===== src/trle_pkg.sv =====
package trle_pkg;

  localparam logic [4:0] HDR_ID_LEN   = 5'd0;
  localparam logic [4:0] HDR_CMAP     = 5'd1;
  localparam logic [4:0] HDR_TYPE     = 5'd2;
  localparam logic [4:0] HDR_W_LO     = 5'd12;
  localparam logic [4:0] HDR_W_HI     = 5'd13;
  localparam logic [4:0] HDR_H_LO     = 5'd14;
  localparam logic [4:0] HDR_H_HI     = 5'd15;
  localparam logic [4:0] HDR_BPP      = 5'd16;
  localparam logic [4:0] HDR_LAST     = 5'd17;

  localparam logic [7:0] TYPE_RAW     = 8'd2;
  localparam logic [7:0] TYPE_RLE     = 8'd10;
  localparam logic [7:0] BPP_24       = 8'd24;
  localparam logic [7:0] BPP_32       = 8'd32;
  localparam logic [7:0] PKT_REP_BIAS = 8'd127;
  localparam logic [7:0] ALPHA_OPAQUE = 8'd255;

  localparam logic KIND_PIXEL  = 1'b0;
  localparam logic KIND_REJECT = 1'b1;

  typedef struct packed {
    logic        kind;
    logic        has_alpha;
    logic [23:0] color;
    logic [7:0]  alpha_byte;
    logic [7:0]  count;
    logic        last;
    logic [15:0] width;
    logic [15:0] height;
  } trle_item_t;

endpackage


===== src/trle_front.sv =====
module trle_front (
  input  logic                clk_i,
  input  logic                rst_ni,
  input  logic                accept_i,
  input  logic [7:0]          data_byte_i,
  input  logic                start_of_file_i,
  output logic                item_valid_o,
  output trle_pkg::trle_item_t item_o
);
  import trle_pkg::*;

  localparam logic [2:0] PH_HEADER = 3'd0;
  localparam logic [2:0] PH_IDSKIP = 3'd1;
  localparam logic [2:0] PH_PACKET = 3'd2;
  localparam logic [2:0] PH_PIXEL  = 3'd3;
  localparam logic [2:0] PH_DONE   = 3'd4;
  localparam logic [2:0] PH_REJECT = 3'd5;

  logic [2:0]  phase_q, phase_d, phase_b;
  logic [4:0]  hidx_q, hidx_d, hidx_b;
  logic [7:0]  idskip_q, idskip_d, idskip_b;
  logic        is_rle_q, is_rle_d, is_rle_b;
  logic        has_alpha_q, has_alpha_d, has_alpha_b;
  logic [15:0] width_q, width_d, width_b;
  logic [15:0] height_q, height_d, height_b;
  logic [31:0] pleft_q, pleft_d, pleft_b;
  logic        rep_q, rep_d, rep_b;
  logic [7:0]  pkt_q, pkt_d, pkt_b;
  logic [1:0]  bip_q, bip_d, bip_b;
  logic [23:0] held_q, held_d, held_b;
  logic        bad_q, bad_d, bad_b;
  logic [31:0] area;
  logic [7:0]  cnt;
  logic [31:0] pleft_new;
  logic [23:0] color;

  assign area = {16'd0, width_b} * {16'd0, height_b};

  always_comb begin
    phase_b     = start_of_file_i ? PH_HEADER : phase_q;
    hidx_b      = start_of_file_i ? 5'd0 : hidx_q;
    idskip_b    = start_of_file_i ? 8'd0 : idskip_q;
    is_rle_b    = start_of_file_i ? 1'b0 : is_rle_q;
    has_alpha_b = start_of_file_i ? 1'b0 : has_alpha_q;
    width_b     = start_of_file_i ? 16'd0 : width_q;
    height_b    = start_of_file_i ? 16'd0 : height_q;
    pleft_b     = start_of_file_i ? 32'd0 : pleft_q;
    rep_b       = start_of_file_i ? 1'b0 : rep_q;
    pkt_b       = start_of_file_i ? 8'd0 : pkt_q;
    bip_b       = start_of_file_i ? 2'd0 : bip_q;
    held_b      = start_of_file_i ? 24'd0 : held_q;
    bad_b       = start_of_file_i ? 1'b0 : bad_q;

    phase_d     = phase_b;
    hidx_d      = hidx_b;
    idskip_d    = idskip_b;
    is_rle_d    = is_rle_b;
    has_alpha_d = has_alpha_b;
    width_d     = width_b;
    height_d    = height_b;
    pleft_d     = pleft_b;
    rep_d       = rep_b;
    pkt_d       = pkt_b;
    bip_d       = bip_b;
    held_d      = held_b;
    bad_d       = bad_b;

    cnt       = 8'd1;
    pleft_new = pleft_b;
    color     = held_b;

    item_valid_o = 1'b0;
    item_o       = '0;

    case (phase_b)
      PH_HEADER: begin
        case (hidx_b)
          HDR_ID_LEN: idskip_d = data_byte_i;
          HDR_CMAP: begin
            if (data_byte_i != 8'd0) bad_d = 1'b1;
          end
          HDR_TYPE: begin
            if (data_byte_i == TYPE_RAW) is_rle_d = 1'b0;
            else if (data_byte_i == TYPE_RLE) is_rle_d = 1'b1;
            else bad_d = 1'b1;
          end
          HDR_W_LO: width_d = {width_b[15:8], data_byte_i};
          HDR_W_HI: width_d = {data_byte_i, width_b[7:0]};
          HDR_H_LO: height_d = {height_b[15:8], data_byte_i};
          HDR_H_HI: height_d = {data_byte_i, height_b[7:0]};
          HDR_BPP: begin
            if (data_byte_i == BPP_32) has_alpha_d = 1'b1;
            else if (data_byte_i == BPP_24) has_alpha_d = 1'b0;
            else bad_d = 1'b1;
          end
          default: ;
        endcase
        if (hidx_b < HDR_LAST) begin
          hidx_d = hidx_b + 5'd1;
        end else begin
          hidx_d = 5'd0;
          if (bad_b) begin
            phase_d      = PH_REJECT;
            item_valid_o = 1'b1;
            item_o.kind  = KIND_REJECT;
            item_o.count = 8'd0;
            item_o.width = width_b;
            item_o.height = height_b;
          end else begin
            pleft_d = area;
            if (width_b == 16'd0 || height_b == 16'd0) begin
              phase_d = PH_DONE;
            end else if (idskip_b != 8'd0) begin
              phase_d = PH_IDSKIP;
            end else begin
              bip_d   = 2'd0;
              pkt_d   = 8'd0;
              rep_d   = 1'b0;
              phase_d = is_rle_b ? PH_PACKET : PH_PIXEL;
            end
          end
        end
      end
      PH_IDSKIP: begin
        idskip_d = idskip_b - 8'd1;
        if (idskip_d == 8'd0) begin
          bip_d   = 2'd0;
          pkt_d   = 8'd0;
          rep_d   = 1'b0;
          phase_d = is_rle_b ? PH_PACKET : PH_PIXEL;
        end
      end
      PH_PACKET: begin
        if (!data_byte_i[7]) begin
          rep_d = 1'b0;
          pkt_d = data_byte_i + 8'd1;
        end else begin
          rep_d = 1'b1;
          pkt_d = data_byte_i - PKT_REP_BIAS;
        end
        bip_d   = 2'd0;
        held_d  = 24'd0;
        phase_d = PH_PIXEL;
      end
      PH_PIXEL: begin
        if (bip_b < 2'd2 || (bip_b == 2'd2 && has_alpha_b)) begin
          case (bip_b)
            2'd0:    held_d = held_b | {16'd0, data_byte_i};
            2'd1:    held_d = held_b | {8'd0, data_byte_i, 8'd0};
            default: held_d = held_b | {data_byte_i, 16'd0};
          endcase
          bip_d = bip_b + 2'd1;
        end else begin
          if (bip_b == 2'd2) color = held_b | {data_byte_i, 16'd0};
          held_d = 24'd0;
          bip_d  = 2'd0;
          if (is_rle_b && rep_b) cnt = pkt_b;
          if ({24'd0, cnt} > pleft_b) cnt = pleft_b[7:0];
          pleft_new = pleft_b - {24'd0, cnt};
          pleft_d   = pleft_new;
          if (pleft_new == 32'd0) begin
            phase_d = PH_DONE;
          end else if (is_rle_b) begin
            if (rep_b) begin
              phase_d = PH_PACKET;
            end else begin
              pkt_d = pkt_b - 8'd1;
              if (pkt_d == 8'd0) phase_d = PH_PACKET;
            end
          end
          item_valid_o      = 1'b1;
          item_o.kind       = KIND_PIXEL;
          item_o.has_alpha  = has_alpha_b;
          item_o.color      = color;
          item_o.alpha_byte = data_byte_i;
          item_o.count      = cnt;
          item_o.last       = (pleft_new == 32'd0);
          item_o.width      = width_b;
          item_o.height     = height_b;
        end
      end
      default: ;
    endcase
  end

  always_ff @(posedge clk_i or negedge rst_ni) begin
    if (!rst_ni) begin
      phase_q     <= PH_HEADER;
      hidx_q      <= 5'd0;
      idskip_q    <= 8'd0;
      is_rle_q    <= 1'b0;
      has_alpha_q <= 1'b0;
      width_q     <= 16'd0;
      height_q    <= 16'd0;
      pleft_q     <= 32'd0;
      rep_q       <= 1'b0;
      pkt_q       <= 8'd0;
      bip_q       <= 2'd0;
      held_q      <= 24'd0;
      bad_q       <= 1'b0;
    end else if (accept_i) begin
      phase_q     <= phase_d;
      hidx_q      <= hidx_d;
      idskip_q    <= idskip_d;
      is_rle_q    <= is_rle_d;
      has_alpha_q <= has_alpha_d;
      width_q     <= width_d;
      height_q    <= height_d;
      pleft_q     <= pleft_d;
      rep_q       <= rep_d;
      pkt_q       <= pkt_d;
      bip_q       <= bip_d;
      held_q      <= held_d;
      bad_q       <= bad_d;
    end
  end

endmodule


===== src/trle_queue.sv =====
module trle_queue #(
  parameter int DEPTH = 4
) (
  input  logic                 clk_i,
  input  logic                 rst_ni,
  input  logic                 wr_en_i,
  input  trle_pkg::trle_item_t wr_item_i,
  output logic                 full_o,
  output logic                 empty_o,
  input  logic                 rd_en_i,
  output trle_pkg::trle_item_t rd_item_o
);
  import trle_pkg::*;

  localparam int AW = (DEPTH > 1) ? $clog2(DEPTH) : 1;
  localparam int CW = $clog2(DEPTH + 1);
  localparam logic [AW-1:0] LAST_PTR = AW'(DEPTH - 1);
  localparam logic [CW-1:0] FULL_CNT = CW'(DEPTH);

  trle_item_t    mem_q [DEPTH];
  logic [AW-1:0] wr_ptr_q, rd_ptr_q;
  logic [CW-1:0] cnt_q;
  logic          do_wr, do_rd;

  assign full_o    = (cnt_q == FULL_CNT);
  assign empty_o   = (cnt_q == '0);
  assign do_wr     = wr_en_i && !full_o;
  assign do_rd     = rd_en_i && !empty_o;
  assign rd_item_o = mem_q[rd_ptr_q];

  always_ff @(posedge clk_i) begin
    if (do_wr) begin
      mem_q[wr_ptr_q] <= wr_item_i;
    end
  end

  always_ff @(posedge clk_i or negedge rst_ni) begin
    if (!rst_ni) begin
      wr_ptr_q <= '0;
      rd_ptr_q <= '0;
      cnt_q    <= '0;
    end else begin
      if (do_wr) wr_ptr_q <= (wr_ptr_q == LAST_PTR) ? '0 : wr_ptr_q + 1'b1;
      if (do_rd) rd_ptr_q <= (rd_ptr_q == LAST_PTR) ? '0 : rd_ptr_q + 1'b1;
      if (do_wr && !do_rd) cnt_q <= cnt_q + 1'b1;
      else if (do_rd && !do_wr) cnt_q <= cnt_q - 1'b1;
    end
  end

endmodule


===== src/trle_back.sv =====
module trle_back (
  input  trle_pkg::trle_item_t item_i,
  output logic [7:0]           red_o,
  output logic [7:0]           green_o,
  output logic [7:0]           blue_o,
  output logic [7:0]           alpha_o,
  output logic [7:0]           repeat_count_o,
  output logic                 last_run_o,
  output logic                 result_kind_o,
  output logic [15:0]          image_width_o,
  output logic [15:0]          image_height_o
);
  import trle_pkg::*;

  logic pix;

  assign pix            = (item_i.kind == KIND_PIXEL);
  assign blue_o         = pix ? item_i.color[7:0]   : 8'd0;
  assign green_o        = pix ? item_i.color[15:8]  : 8'd0;
  assign red_o          = pix ? item_i.color[23:16] : 8'd0;
  assign alpha_o        = !pix ? 8'd0 :
                          (item_i.has_alpha ? item_i.alpha_byte : ALPHA_OPAQUE);
  assign repeat_count_o = pix ? item_i.count : 8'd0;
  assign last_run_o     = pix && item_i.last;
  assign result_kind_o  = item_i.kind;
  assign image_width_o  = item_i.width;
  assign image_height_o = item_i.height;

endmodule


===== src/tga_rle_pixel_decoder.sv =====
// Channel   Handshake      Payload
// input     push / full    data_byte_i, start_of_file_i
// result    empty / pop    red_o .. image_height_o
//
// One file byte is accepted every cycle while the result queue has room.
// The parser updates its counters in the cycle a byte is taken and places a result
// in a QUEUE_DEPTH-entry queue, whose head drives the result ports directly.
// The byte stream stalls only when the queue is full; after reset the parser
// expects header byte 0.
module tga_rle_pixel_decoder #(
  parameter int QUEUE_DEPTH = 4
) (
  input  logic        clk_i,
  input  logic        rst_ni,
  input  logic        push,
  output logic        full,
  input  logic [7:0]  data_byte_i,
  input  logic        start_of_file_i,
  output logic        empty,
  input  logic        pop,
  output logic [7:0]  red_o,
  output logic [7:0]  green_o,
  output logic [7:0]  blue_o,
  output logic [7:0]  alpha_o,
  output logic [7:0]  repeat_count_o,
  output logic        last_run_o,
  output logic        result_kind_o,
  output logic [15:0] image_width_o,
  output logic [15:0] image_height_o
);
  import trle_pkg::*;

  logic       accept;
  logic       item_valid;
  trle_item_t item, head;

  assign accept = push && !full;

  trle_front u_front (
    .clk_i           (clk_i),
    .rst_ni          (rst_ni),
    .accept_i        (accept),
    .data_byte_i     (data_byte_i),
    .start_of_file_i (start_of_file_i),
    .item_valid_o    (item_valid),
    .item_o          (item)
  );

  trle_queue #(
    .DEPTH (QUEUE_DEPTH)
  ) u_queue (
    .clk_i     (clk_i),
    .rst_ni    (rst_ni),
    .wr_en_i   (accept && item_valid),
    .wr_item_i (item),
    .full_o    (full),
    .empty_o   (empty),
    .rd_en_i   (pop),
    .rd_item_o (head)
  );

  trle_back u_back (
    .item_i         (head),
    .red_o          (red_o),
    .green_o        (green_o),
    .blue_o         (blue_o),
    .alpha_o        (alpha_o),
    .repeat_count_o (repeat_count_o),
    .last_run_o     (last_run_o),
    .result_kind_o  (result_kind_o),
    .image_width_o  (image_width_o),
    .image_height_o (image_height_o)
  );

endmodule


===== config.mk =====
export PLATFORM = sky130hd
export DESIGN_NAME = tga_rle_pixel_decoder
export DESIGN_NICKNAME = d
export VERILOG_FILES = /design/src/trle_pkg.sv /design/src/trle_front.sv /design/src/trle_queue.sv /design/src/trle_back.sv /design/src/tga_rle_pixel_decoder.sv
export SDC_FILE = /design/constraint.sdc
export NUM_CORES = 1
export LEC_CHECK = 0
export BUFFER_PORTS_ARGS = -buffer_cell sky130_fd_sc_hd__buf_2
export CORE_ASPECT_RATIO = 1.5
export CORE_MARGIN = 1.5
export CORE_UTILIZATION = 50
export CTS_CLUSTER_DIAMETER = 60
export CTS_CLUSTER_SIZE = 20
export DETAILED_ROUTE_END_ITERATION = 8
export PLACE_DENSITY = 0.66
export SLEW_MARGIN = 25
export SYNTH_ARGS = -nofsm -noshare
export SYNTH_HDL_FRONTEND = slang
export SYNTH_SLANG_ARGS = --single-unit

===== constraint.sdc =====
create_clock -name clk_i -period 14.65 [get_ports clk_i]
set_input_delay 2.1975 -clock clk_i [delete_from_list [all_inputs] [get_ports clk_i]]
set_output_delay 2.1975 -clock clk_i [all_outputs]
set_load 0.02 [all_outputs]

==> flow_summary_export.csv <==
group,metric,value,unit
run_status,status,"complete, no violations",
logic_synthesis,synth_seq_area_share,41.6,%
clock_network,post-cts-setup-buffers,0,
drt,first_pass_iters,5,
logic_synthesis,yosysUniqueCellTypes,87,
sta,period_needed,8.58,ns
clock_network,htree_num_levels,1,
logic_synthesis,synth.ff_latch_count,425,
drt,wl_per_cell,22.8,um
layout,area_growth_syn_to_layout,6.96,%
layout,antenna_cells,0,
critical_path,r2r_end,"u_front.pleft_q[23]",
critical_path,endpoint,"u_front.pleft_q[23]",
critical_path,startpoint,"start_of_file_i",
logic_synthesis,syn_area_per_cell,10.9,um2
logic_synthesis,ys.flop_type,"edfxtp_1",
layout,fill_cells,5034,
logic_synthesis,yosysWarnings,0,
clock_network,cts_tree,"yes",
pwr,ir_drop,0.0977,mV
drt,via_per_inst,6.04,
logic_synthesis,synthCells,2665,
critical_path,cp-end-kind,"register",
die,dieArea,59800,um2
placed_design,gp_congestion,0.930,
flow_run,cap_violations,0,
die,core.rowCount,108,
die,start_util,50.5,%
die,core-area,57800,um2
drt,drc,0,
pwr,p_comb_share,28.9,%
clock_network,cts_buffers,29,
logic_synthesis,synth_edf_count,300,
sta,setup_viol,0,
sta,setup_tns,0,ns
global_route,antenna_found_initial,0,
clock_network,holdBufCountCts,0,
clock_network,clkLatencyLatePin,0.60,ns
logic_synthesis,synth_top_cell_by_area,"edfxtp_1",
pwr,pwr-share-clk,25.7,%
die,die_w,200,um
drt,wl,79100,um
die,fp.dieH,299,um
pwr,switching_power,0.00111,W
critical_path,arrival,9.04,ns
global_route,grt_max_degree,81,
sta,hold_viol_final,0,
placed_design,numPortBuffers,88,
drt,final_antenna_net_count,0,
pwr,switching_share,34.9,%
sta,slew_headroom,31.3,%
sta,fin_crit_sh,58.6,%
logic_synthesis,syn_area,29200,um2
sta,worst_slack,6.07,ns
placed_design,dp_slack,5.04,ns
global_route,grt-ovfl-total,0,
min_path,min_from,"u_front.pleft_q[2]",
critical_path,worstSetupStartpointType,"input pin",
sta,hold-worst-slack,0.486,ns
critical_path,r2r_slack,7.43,ns
global_route,first_global_vias,22100,
layout,layout_common_cells,"nand2_1 (300), edfxtp_1 (300), inv_1 (278), fa_1 (196), nor2_1 (149)",
clock_network,post_cts_resized,0,
critical_path,r2r_cells,25,
sta,slew_violations,0,
drt,dr.first_iter.drc_count,1469,
placed_design,dp_hpwl,55700,um
sta,worstMarginPinSlew,1.03,ns
layout,drive_above_1_share,11.2,%
logic_synthesis,syn_nets,3016,
critical_path,rr_startpoint,"u_front.height_q[8]",
clock_network,root_buffer,"clkbuf_16",
clock_network,clock_sinks,425,
logic_synthesis,synth_async_sr_flop_share,29.4,%
drt,via_count,20900,
clock_network,clk_pin_slew,0.08,ns
die,ios,89,
global_route,track_usage,27.0,%
pwr,power_frac_seq,45.4,%
sta,fmax,117,MHz
sta,rsz0062_at_grt,"no",
critical_path,critical_path_class,"input pin to register",
critical_path,cp_max_fo,37,
sta,skew,0.0335,ns
logic_synthesis,synth_top_cell_area_share,30.9,%
logic_synthesis,synth_area_leaders,"edfxtp_1 (31%), fa_1 (13%), dfrtp_1 (11%)",
layout,nets,3024,
min_path,hold_class,"register to register",
pwr,p_leak,12.9,nW
layout,final_util,54.0,%
global_route,grt_pass1_wl,126000,um
clock_network,clockBufferDepth,3,
layout,final_cells,3466,
critical_path,critPathRequiredTime,15.11,ns
pwr,p_int,0.00207,W
pwr,powerDensity,102,nW/um2
placed_design,dp.cells,3412,
per-layer routing:
layer | vias up | GRT usage (%) | part of all wire (%)
met1 | 10700 | 32.9 | 39
met5 | - | 0 | 0
met3 | 197 | 2.96 | 5.3
met4 | 0 | 12.8 | 4.7
met2 | 731 | 47.8 | 51
li1 | 9264 | - | -
cells by family after synthesis:
kind of cell,count (synthesis),synth area share (%)
and+or+nand+nor,898,15.5
AOI/OAI and AO/OA,437,9.89
buffers and inverters,433,5.91
DFF,425,41.6
adders and majority gates,338,19.5
muxes,93,6.38
xor gates and xnor gates,41,1.23
registers in the layout, summed over array words and instances, names as in the netlist, 3 cells and up:
name and count:
u_queue.mem_q 300, u_front.phase_q 3, u_front.height_q 16, u_front.hidx_q 5, u_front.pkt_q 8, u_queue.cnt_q 3, u_front.width_q 16, u_front.held_q 24
u_front.idskip_q 8, u_front.pleft_q 32
stage by stage:
| stage | power [W] | instance area, um2 |
|---|---|---|
| 6_report | 0.00318 | 31200 |
| 5_1_grt | 0.00332 | 31200 |
| 4_1_cts | 0.00318 | 31200 |
| 3_5_place_dp | 0.00238 | 30300 |
| 3_3_place_gp | 0.00237 | 30300 |
| 2_1_floorplan | 0.00212 | 29200 |
cell usage after synthesis (16+ instances only):
library cell	number
dfrtp_1	125
a31oi_1	17
nand2_1	300
clkbuf_1	106
edfxtp_1	300
xnor2_1	26
fa_1	196
nor2b_1	113
a22o_1	45
ha_1	142
and3_1	42
nor3_1	41
nor2_1	151
inv_1	278
a21o_1	16
o21ai_0	134
a21oi_1	79
nand3_1	32
and2_1	122
buf_1	34
a22oi_1	18
mux4_2	74
power groups by stage:
stage               Sequential, W  Combinational, W  Clock [W]
floorplan                 0.00139          0.000731          0
global placement          0.00147          0.000894          0
detailed placement        0.00147          0.000906          0
CTS                       0.00145          0.000909   0.000827
global route              0.00146          0.000993   0.000870
finish                    0.00145          0.000921   0.000817
critical path, cell delays in order:
cell and delay, ns:
buf_4 0.26, nor2b_2 0.61, nand2_1 0.16, fa_1 0.53, inv_1 0.05, fa_1 0.50, inv_1 0.05, fa_1 0.54
inv_1 0.05, fa_1 0.46, fa_1 0.49, inv_1 0.05, fa_1 0.48, inv_1 0.05, ha_1 0.33, a21o_1 0.21
a21o_1 0.17, a21o_1 0.17, a21o_1 0.17, a21o_1 0.17, a221o_1 0.38, a21oi_1 0.22, o21ai_0 0.13, xor2_1 0.17
a222oi_1 0.29, o21ai_0 0.12
worst min path at each step:
stage | to | slack, ns | cells after the start
2_1_floorplan | u_front.pleft_q[1] | 0.44 | 2
3_3_place_gp | u_front.pleft_q[4] | 0.46 | 2
3_5_place_dp | u_front.pleft_q[2] | 0.47 | 2
4_1_cts | u_front.pleft_q[2] | 0.48 | 2
5_1_grt | u_front.pleft_q[2] | 0.50 | 2
6_report | u_front.pleft_q[2] | 0.49 | 2
cell type report:
cell class              count  area, um2  area share (%)
clock buffers              42        785            2.51
clock inverters            12        129           0.413
inverters                 278       1040            3.34
multi-input cells        1807      15400            49.2
flip-flops and latches    425      12100            38.9
well taps                 770        963            3.09
repair buffers            132        779            2.50
(Power assumes the default switching activity.)
